## config.mk

```make
export PLATFORM = sky130hd
export DESIGN_NAME = exact_byte_pattern_matcher_flat
export DESIGN_NICKNAME = d
export VERILOG_FILES = /design/src/rtl/core/epm_pkg.sv /design/src/rtl/core/epm_item_if.sv /design/src/rtl/core/epm_result_if.sv /design/src/rtl/core/epm_cfg_if.sv /design/src/rtl/core/epm_cell.sv /design/src/rtl/core/epm_chain.sv /design/src/rtl/core/exact_byte_pattern_matcher.sv /design/src/flat_wrapper.sv
export VERILOG_INCLUDE_DIRS = /design/src /design/src/rtl/core
export SDC_FILE = /design/constraint.sdc
export NUM_CORES = 2
export LEC_CHECK = 0
export ABC_AREA = 1
export BUFFER_PORTS_ARGS = -buffer_cell sky130_fd_sc_hd__buf_2
export CORE_MARGIN = 1
export CORE_UTILIZATION = 50
export CTS_CLUSTER_SIZE = 12
export DETAILED_ROUTE_END_ITERATION = 8
export PLACE_DENSITY = 0.68
export SKIP_CTS_REPAIR_TIMING = 1
export SYNTH_ARGS = -nofsm -noshare
export SYNTH_HDL_FRONTEND = slang
export SYNTH_SLANG_ARGS = --single-unit
export TNS_END_PERCENT = 10
```

## constraint.sdc

```tcl
create_clock -name clk -period 7.5 [get_ports clk]
set_input_delay 0.75 -clock clk [delete_from_list [all_inputs] [get_ports clk]]
set_output_delay 0.75 -clock clk [all_outputs]
set_load 0.05 [all_outputs]
```

## src/rtl/core/assert_macros.svh

```systemverilog
// assertion macros used by the matcher rtl
// no dependencies; include by bare file name
`ifndef ASSERT_MACROS_SVH
`define ASSERT_MACROS_SVH

// same-cycle implication, disabled during reset
`define ASSERT_IMPL(lbl, clk, rstn, ante, cons, msg) \
    lbl: assert property (@(posedge clk) disable iff (!rstn) (ante) |-> (cons)) \
        else $error(msg);

// next-cycle implication, disabled during reset
`define ASSERT_NEXT(lbl, clk, rstn, ante, cons, msg) \
    lbl: assert property (@(posedge clk) disable iff (!rstn) (ante) |=> (cons)) \
        else $error(msg);

`endif

```

## src/rtl/core/epm_pkg.sv

```systemverilog
// shared constants, action codes and control structs of the byte pattern matcher
// no dependencies
`timescale 1ns / 1ps

package epm_pkg;

    localparam int MAX_PATTERN = 64;
    localparam int IDX_W       = $clog2(MAX_PATTERN);
    localparam int ALEN_W      = $clog2(MAX_PATTERN + 1);

    localparam int BYTE_W = 8;
    localparam int POS_W  = 32;
    localparam int ACT_W  = 2;
    localparam int PIDX_W = 6;
    localparam int CFG_W  = 7;

    localparam logic [POS_W-1:0] POS_MAX = '1;

    typedef enum logic [ACT_W-1:0] {
        ACT_LOAD  = 2'd0,
        ACT_TEXT  = 2'd1,
        ACT_START = 2'd2
    } action_t;

    typedef struct packed {
        logic              load_en;
        logic              shift_en;
        logic              clear_en;
        logic              rotate_en;
        logic [IDX_W-1:0]  offset;
        logic [PIDX_W-1:0] index;
        logic [BYTE_W-1:0] data;
    } chain_ctl_t;

    typedef struct packed {
        logic              load_en;
        logic              shift_en;
        logic              clear_en;
        logic              rotate_en;
        logic [BYTE_W-1:0] data;
    } cell_ctl_t;

endpackage

```

## src/rtl/core/epm_item_if.sv

```systemverilog
// input item channel of the byte pattern matcher
// depends on epm_pkg
`timescale 1ns / 1ps

interface epm_item_if;
    logic                       valid;
    logic                       ready;
    logic [epm_pkg::ACT_W-1:0]  action;
    logic [epm_pkg::PIDX_W-1:0] pattern_index;
    logic [epm_pkg::BYTE_W-1:0] byte_value;

    modport source (output valid, action, pattern_index, byte_value, input ready);
    modport sink (input valid, action, pattern_index, byte_value, output ready);
endinterface

```

## src/rtl/core/epm_result_if.sv

```systemverilog
// result channel of the byte pattern matcher
// depends on epm_pkg
`timescale 1ns / 1ps

interface epm_result_if;
    logic                      valid;
    logic                      ready;
    logic [epm_pkg::POS_W-1:0] match_position;

    modport source (output valid, match_position, input ready);
    modport sink (input valid, match_position, output ready);
endinterface

```

## src/rtl/core/epm_cfg_if.sv

```systemverilog
// pattern length write channel of the byte pattern matcher
// depends on epm_pkg
`timescale 1ns / 1ps

interface epm_cfg_if;
    logic                      valid;
    logic                      ready;
    logic [epm_pkg::CFG_W-1:0] data;

    modport source (output valid, data, input ready);
    modport sink (input valid, data, output ready);
endinterface

```

## src/rtl/core/epm_cell.sv

```systemverilog
// one cell of the matcher chain: a text window byte and a pattern ring byte
// depends on epm_pkg
`timescale 1ns / 1ps

module epm_cell (
    input  logic                       clk,
    input  logic                       rst_n,
    input  epm_pkg::cell_ctl_t         ctl,
    input  logic [epm_pkg::BYTE_W-1:0] win_in,
    input  logic [epm_pkg::BYTE_W-1:0] pat_in,
    output logic [epm_pkg::BYTE_W-1:0] win_out,
    output logic [epm_pkg::BYTE_W-1:0] pat_out,
    output logic                       eq
);

    logic [epm_pkg::BYTE_W-1:0] window_reg;
    logic [epm_pkg::BYTE_W-1:0] window_next;
    logic [epm_pkg::BYTE_W-1:0] pattern_reg;
    logic [epm_pkg::BYTE_W-1:0] pattern_next;

    always_comb
    begin
        window_next = window_reg;
        if (ctl.clear_en)
        begin
            window_next = '0;
        end
        else if (ctl.shift_en)
        begin
            window_next = win_in;
        end
    end

    always_comb
    begin
        pattern_next = pattern_reg;
        if (ctl.load_en)
        begin
            pattern_next = ctl.data;
        end
        else if (ctl.rotate_en)
        begin
            pattern_next = pat_in;
        end
    end

    always_ff @(posedge clk or negedge rst_n)
    begin
        if (!rst_n)
        begin
            window_reg <= '0;
        end
        else
        begin
            window_reg <= window_next;
        end
    end

    always_ff @(posedge clk)
    begin
        pattern_reg <= pattern_next;
    end

    assign win_out = window_reg;
    assign pat_out = pattern_reg;
    assign eq      = (window_reg == pattern_reg);

endmodule

```

## src/rtl/core/epm_chain.sv

```systemverilog
// row of matcher cells with load decode, in-use mask and match reduction
// depends on epm_pkg and epm_cell
`timescale 1ns / 1ps

module epm_chain (
    input  logic                       clk,
    input  logic                       rst_n,
    input  epm_pkg::chain_ctl_t        ctl,
    input  logic [epm_pkg::ALEN_W-1:0] active_len,
    output logic                       hit
);

    localparam int MAX = epm_pkg::MAX_PATTERN;

    logic [epm_pkg::BYTE_W-1:0] win [MAX];
    logic [epm_pkg::BYTE_W-1:0] pat [MAX];
    logic [MAX-1:0]             eq;
    logic [MAX-1:0]             in_use;

    for (genvar g = 0; g < MAX; g++)
    begin : g_cell
        epm_pkg::cell_ctl_t         cc;
        logic [epm_pkg::IDX_W:0]    ring_sum;
        logic [epm_pkg::IDX_W:0]    ring_idx;
        logic [epm_pkg::BYTE_W-1:0] win_in;
        logic [epm_pkg::ALEN_W:0]   reach;

        // pattern index held by this ring slot
        assign ring_sum = {1'b0, ctl.offset} + (epm_pkg::IDX_W + 1)'(g);
        assign ring_idx = (ring_sum >= (epm_pkg::IDX_W + 1)'(MAX))
                        ? ring_sum - (epm_pkg::IDX_W + 1)'(MAX) : ring_sum;

        assign cc.load_en   = ctl.load_en
                            && (int'(ring_idx[epm_pkg::IDX_W-1:0]) == int'(ctl.index));
        assign cc.shift_en  = ctl.shift_en;
        assign cc.clear_en  = ctl.clear_en;
        assign cc.rotate_en = ctl.rotate_en;
        assign cc.data      = ctl.data;

        if (g == MAX - 1)
        begin : g_last
            assign win_in = ctl.data;
        end
        else
        begin : g_mid
            assign win_in = win[g + 1];
        end

        // slot lies within the newest active_len bytes
        assign reach     = (epm_pkg::ALEN_W + 1)'(g) + {1'b0, active_len};
        assign in_use[g] = (reach >= (epm_pkg::ALEN_W + 1)'(MAX));

        epm_cell u_cell (
            .clk     (clk),
            .rst_n   (rst_n),
            .ctl     (cc),
            .win_in  (win_in),
            .pat_in  (pat[(g + 1) % MAX]),
            .win_out (win[g]),
            .pat_out (pat[g]),
            .eq      (eq[g])
        );
    end

    assign hit = &(eq | ~in_use);

endmodule

```

## src/rtl/core/exact_byte_pattern_matcher.sv

```systemverilog
// Exact byte pattern matcher. Pattern bytes are loaded by index and text bytes stream in
// one per beat; each text beat whose newest pattern_length bytes equal the pattern gives
// one result beat with the start offset of that window. The block takes one item per
// clock cycle when it does not stall; after its text beat a result is registered by the
// shift into the cell chain and then by the parallel compare into the output register.
// Input stalls only while the pattern ring rotates, or while a result waits in the output
// register and another compare is pending. After a pattern_length write the pattern ring
// in the cells rotates into place, one slot a cycle, and no item is taken meanwhile.
// Depends on epm_pkg, the channel interfaces, epm_chain and assert_macros.svh.
`timescale 1ns / 1ps
`include "assert_macros.svh"

module exact_byte_pattern_matcher (
    input  logic          clk,
    input  logic          rst_n,
    epm_cfg_if.sink       cfg,
    epm_item_if.sink      item,
    epm_result_if.source  result
);

    localparam int MAX = epm_pkg::MAX_PATTERN;

    logic [epm_pkg::CFG_W-1:0]  len_reg;
    logic [epm_pkg::ALEN_W-1:0] active_len;
    logic [epm_pkg::IDX_W-1:0]  target;
    logic [epm_pkg::IDX_W-1:0]  offset_reg;
    logic [epm_pkg::IDX_W-1:0]  offset_next;
    logic                       busy;

    logic [epm_pkg::POS_W-1:0]  count_reg;
    logic [epm_pkg::POS_W-1:0]  count_next;
    logic [epm_pkg::POS_W-1:0]  count_inc;

    logic                       pend_valid_reg;
    logic                       pend_valid_next;
    logic                       pend_ok_reg;
    logic [epm_pkg::POS_W-1:0]  pend_pos_reg;

    logic                       out_valid_reg;
    logic                       out_valid_next;
    logic [epm_pkg::POS_W-1:0]  out_pos_reg;

    logic                       accept;
    logic                       do_load;
    logic                       do_text;
    logic                       do_start;
    logic                       out_free;
    logic                       pend_adv;
    logic                       hit;
    epm_pkg::action_t           act;
    epm_pkg::chain_ctl_t        ctl;

    // configuration
    assign cfg.ready = 1'b1;

    always_ff @(posedge clk or negedge rst_n)
    begin
        if (!rst_n)
        begin
            len_reg <= epm_pkg::CFG_W'(1);
        end
        else if (cfg.valid)
        begin
            len_reg <= cfg.data;
        end
    end

    always_comb
    begin
        if (len_reg == '0)
        begin
            active_len = epm_pkg::ALEN_W'(1);
        end
        else if (int'(len_reg) > MAX)
        begin
            active_len = epm_pkg::ALEN_W'(MAX);
        end
        else
        begin
            active_len = epm_pkg::ALEN_W'(len_reg);
        end
    end

    // ring offset follows active length modulo the ring size
    assign target = (active_len == epm_pkg::ALEN_W'(MAX))
                  ? '0 : active_len[epm_pkg::IDX_W-1:0];
    assign busy   = (offset_reg != target);

    always_comb
    begin
        offset_next = offset_reg;
        if (busy)
        begin
            offset_next = (offset_reg == epm_pkg::IDX_W'(MAX - 1))
                        ? '0 : offset_reg + epm_pkg::IDX_W'(1);
        end
    end

    always_ff @(posedge clk or negedge rst_n)
    begin
        if (!rst_n)
        begin
            offset_reg <= epm_pkg::IDX_W'(1);
        end
        else
        begin
            offset_reg <= offset_next;
        end
    end

    // input decode
    assign out_free   = !out_valid_reg || result.ready;
    assign pend_adv   = pend_valid_reg && out_free;
    assign item.ready = !busy && (!pend_valid_reg || out_free);
    assign accept     = item.valid && item.ready;
    assign act        = epm_pkg::action_t'(item.action);

    always_comb
    begin
        do_load  = 1'b0;
        do_text  = 1'b0;
        do_start = 1'b0;
        case (act)
            epm_pkg::ACT_LOAD:  do_load  = accept;
            epm_pkg::ACT_TEXT:  do_text  = accept;
            epm_pkg::ACT_START: do_start = accept;
            default:
            begin
                do_load  = 1'b0;
                do_text  = 1'b0;
                do_start = 1'b0;
            end
        endcase
    end

    assign ctl.load_en   = do_load;
    assign ctl.shift_en  = do_text;
    assign ctl.clear_en  = do_start;
    assign ctl.rotate_en = busy;
    assign ctl.offset    = offset_reg;
    assign ctl.index     = item.pattern_index;
    assign ctl.data      = item.byte_value;

    epm_chain u_chain (
        .clk        (clk),
        .rst_n      (rst_n),
        .ctl        (ctl),
        .active_len (active_len),
        .hit        (hit)
    );

    // text position, saturating
    assign count_inc = (count_reg == epm_pkg::POS_MAX)
                     ? count_reg : count_reg + epm_pkg::POS_W'(1);

    always_comb
    begin
        count_next = count_reg;
        if (do_start)
        begin
            count_next = '0;
        end
        else if (do_text)
        begin
            count_next = count_inc;
        end
    end

    always_ff @(posedge clk or negedge rst_n)
    begin
        if (!rst_n)
        begin
            count_reg <= '0;
        end
        else
        begin
            count_reg <= count_next;
        end
    end

    // compare stage
    always_comb
    begin
        pend_valid_next = pend_valid_reg;
        if (do_text)
        begin
            pend_valid_next = 1'b1;
        end
        else if (pend_adv)
        begin
            pend_valid_next = 1'b0;
        end
    end

    always_ff @(posedge clk or negedge rst_n)
    begin
        if (!rst_n)
        begin
            pend_valid_reg <= 1'b0;
        end
        else
        begin
            pend_valid_reg <= pend_valid_next;
        end
    end

    always_ff @(posedge clk)
    begin
        if (do_text)
        begin
            pend_ok_reg  <= (count_inc >= epm_pkg::POS_W'(active_len));
            pend_pos_reg <= count_inc - epm_pkg::POS_W'(active_len);
        end
    end

    // output register
    always_comb
    begin
        out_valid_next = out_valid_reg;
        if (out_free)
        begin
            out_valid_next = pend_valid_reg && pend_ok_reg && hit;
        end
    end

    always_ff @(posedge clk or negedge rst_n)
    begin
        if (!rst_n)
        begin
            out_valid_reg <= 1'b0;
        end
        else
        begin
            out_valid_reg <= out_valid_next;
        end
    end

    always_ff @(posedge clk)
    begin
        if (out_free)
        begin
            out_pos_reg <= pend_pos_reg;
        end
    end

    assign result.valid          = out_valid_reg;
    assign result.match_position = out_pos_reg;

    `ASSERT_IMPL(a_stall_blocks_input, clk, rst_n, pend_valid_reg && !out_free, !item.ready, "input taken while compare stage is stalled")
    `ASSERT_IMPL(a_out_from_compare, clk, rst_n, $rose(out_valid_reg), $past(pend_valid_reg), "result beat without a pending compare")
    `ASSERT_NEXT(a_count_saturates, clk, rst_n, (count_reg == epm_pkg::POS_MAX) && !do_start, count_reg == epm_pkg::POS_MAX, "text position left saturation")
    `ASSERT_IMPL(a_len_in_range, clk, rst_n, 1'b1, (active_len != '0) && (int'(active_len) <= MAX), "active length out of range")

endmodule
```

## src/flat_wrapper.sv

```systemverilog
// flat-port wrapper written by rule: the top's interface ports become plain ports
module exact_byte_pattern_matcher_flat 
  (clk, rst_n, cfg_valid, cfg_data, cfg_ready, item_valid, item_action, item_pattern_index, item_byte_value, item_ready, result_valid, result_match_position, result_ready);
  epm_cfg_if cfg_i ();
  epm_item_if item_i ();
  epm_result_if result_i ();
  input  logic clk;
  input  logic rst_n;
  input wire logic [$bits(cfg_i.valid)-1:0] cfg_valid;
  input wire logic [$bits(cfg_i.data)-1:0] cfg_data;
  output wire logic [$bits(cfg_i.ready)-1:0] cfg_ready;
  input wire logic [$bits(item_i.valid)-1:0] item_valid;
  input wire logic [$bits(item_i.action)-1:0] item_action;
  input wire logic [$bits(item_i.pattern_index)-1:0] item_pattern_index;
  input wire logic [$bits(item_i.byte_value)-1:0] item_byte_value;
  output wire logic [$bits(item_i.ready)-1:0] item_ready;
  output wire logic [$bits(result_i.valid)-1:0] result_valid;
  output wire logic [$bits(result_i.match_position)-1:0] result_match_position;
  input wire logic [$bits(result_i.ready)-1:0] result_ready;
  assign cfg_i.valid = cfg_valid;
  assign cfg_i.data = cfg_data;
  assign cfg_ready = cfg_i.ready;
  assign item_i.valid = item_valid;
  assign item_i.action = item_action;
  assign item_i.pattern_index = item_pattern_index;
  assign item_i.byte_value = item_byte_value;
  assign item_ready = item_i.ready;
  assign result_valid = result_i.valid;
  assign result_match_position = result_i.match_position;
  assign result_i.ready = result_ready;
  exact_byte_pattern_matcher u_core (.clk(clk), .rst_n(rst_n), .cfg(cfg_i), .item(item_i), .result(result_i));
endmodule
```

==> run metrics <==
outcome complete, no violations; Area Growth Syn to Fin 8.307%; layout cells sized above 1 5.070%; slew at the pin with the worst max-slew slack 1.314 ns; vias post-DR 49880; worst vdd rail ir drop 0.1954 mV; flops & latches, synth 1136; first-pass GRT wire length 279200 µm; Crit Reg-Reg Startpoint u_core.len_reg[6]; CTS clk-pin slew, worst paths 0.06 ns; dpl ws 2.349 ns; Hold Path Class in -> async; met3 Use GR 4.832%; Critical Path AT 5.98 ns; Syn Std Cell Area 0.05941 mm²; Die Ht 346.7 µm; DRT Wirelength 179900 µm; row cnt 126; overall routing resource usage 29.52%; initial antenna violation count 6; Final min period 5.406 ns; Diodes inserted 0; Die Wd 346.7 µm; Worst EP required 8.08 ns; worst setup path startpoint u_core.len_reg[6]; yosys warns 0; Remaining DRCs 0; CTS tree built; Vias per Instance 5.952; met2 usage 45.12%; RSZ-0062 raised after global routing no; dpl hpwl 114500 µm; Worst Setup Slack, final 2.094 ns; area leader, netlist edfxtp_1; most used routing layer met2; RePlAce Congestion 0.9612; core area 0.1179 mm²; IO Port Bufs 61; gr ovfl total 0; fin crit share 72.08%; Max Cap Violations 0; Setup TNS 0 ns; top_reg_cell synth edfxtp_1; Cell variety after synth 42; H-tree levels 3; leakage 30.81 nW; Post-synth ARST share 49.21%; CP Class reg -> reg; Slew Viols, Final 0; Slew HR 11.72%; Worst setup EP type flip-flop; worst-path maximum fanout 201; Cells after Synth 6930; Hold Violations, Final 0; CTS root buf clkbuf_16; Power Density 318.7 mW/mm²; Starting Density 50.38%; pin count of the biggest net entering global routing 257; drt pass-1 iters 8; syn_area_per_cell 8.573 µm²; synth top area cells edfxtp_1 29%, dfrtp_1 23%, nand2_1 14%; final hold slack 0.03436 ns; cell area after layout 0.06434 mm²; CTS Buf Count 120; NumNets Final 6794; clk_lat worst skew 0.73 ns; vias in the first global route 47230; Post-DP Area 0.06056 mm²; post-DR wirelength/cell 21.47 µm; Final Skew 0.03166 ns; die area 0.1202 mm²; met1 usage 42.53%; Synth top area share 29.17%; Ports 63; Final setup viols 0; number of synthesized flops with an enable pin 577; Clock Tree Buf Depth 3; register area share after synthesis 52.72%; antenna-violating nets left 0; CTS sink cnt 1136; 1st-iter DRT viols 5413; Startpoint Class flip-flop; Synth Net Count 6984; f_max 185.0 MHz
## stage by stage
| stage | cells | util (%) | power [mW] |
|---|---|---|---|
| floorplan | 6930 | - | 13.01 |
| global placement | 8154 | 51.36 | 14.59 |
| detailed placement | 8154 | 51.36 | 14.65 |
| CTS | 8380 | 54.56 | 20.47 |
| global route | 8380 | 54.56 | 21.51 |
| finish | 8380 | 54.56 | 20.50 |
## area by class of cell
type	count	area (µm²)
inverter	222	842.1
multi-input combinational	5145	25590
sequential	1136	31320
clock buffer	182	3451
clock inverter	44	331.6
tap	1536	1922
fill	10710	53580
timing repair buffer	115	888.4
## logic make-up after synthesis
logic type	Yosys count	share of synthesized area, %
xor+xnor	561	8.271
simple gates	4445	33.17
other cells	1	0.006312
compound gates	112	0.9899
flops	1136	52.72
buf+inv	649	4.286
fa+ha+maj	26	0.5602
## Yosys cell counts (2+ instances only)
master and instances:
nand2_1 2194, nand3_1 1481, edfxtp_1 577, dfrtp_1 557, xnor2_1 353, nand4_1 347, nor2_1 307, clkbuf_1 306
inv_1 216, xor2_1 208, buf_2 79, o21ai_0 62, nor3_1 45, or2_2 45, buf_1 39, a21oi_1 37
ha_1 25, nand3b_1 11, nor3b_2 4, buf_4 3, clkinv_1 3, inv_2 3, nor3b_1 3, a31oi_1 2
dfstp_2 2, nand2_2 2, o211ai_1 2, o21bai_1 2, o31ai_1 2
## power by group
group	internal, mW	leakage [nW]	total (mW)	switching, mW
registers	8.48	14.1	9.74	1.26
clock network	3.29	1.85	5.79	2.50
logic	1.94	14.8	4.98	3.03
total	13.7	30.8	20.5	6.79
## path summary, 6_finish.rpt
path / slack [ns] / depth (start not counted) / to
worst max-delay path: 2.09 / 12 / u_core.u_chain.g_cell[15].u_cell.win_out[0]
worst min-delay path: 0.03 / 1 / u_core.count_reg[27]
worst max register to register: 2.09 / 12 / u_core.u_chain.g_cell[15].u_cell.win_out[0]
worst min register to register: 0.41 / 0 / u_core.result.match_position[11]
max in group asynchronous: 5.79 / 2 / u_core.u_chain.g_cell[61].u_cell.win_out[7]
min in group clk: 0.39 / 3 / u_core.len_reg[3]
## placed cells by master, fill, tap and decap left out, drive strengths merged, types with 7 or more instances in the layout
cell type and count:
nand2 2196, nand3 1481, edfxtp 577, dfrtp 557, xnor2 353, nand4 347
nor2 308, inv 220, xor2 208, clkbuf 182, buf 115, o21ai 63
nor3 46, or2 45, clkinv 40, a21oi 37, ha 25, nand3b 11
nor3b 7
## per-layer routing
metal  routed length [µm]  share of wire (%)  vias to the layer above
met4                 5794                3.2                        6
met5                   38              0.021                        -
met3                15450                8.6                      338
met1                77830                 43                    24330
met2                80790                 45                     2207
li1                     -                  -                    23000
## worst max-delay path: stages, from the launching register on
cell	delay, ns
dfrtp_1	0.60
clkinv_1	0.49
nand2_1	0.32
o21ai_1	0.11
nand2_1	0.17
nand2_1	0.07
a21oi_1	0.16
nand3_1	0.44
nor3_4	0.85
nand2_4	0.82
buf_12	0.55
nand3_1	0.30
nand2_1	0.07
Note: power is estimated with default switching activity, not from simulation.
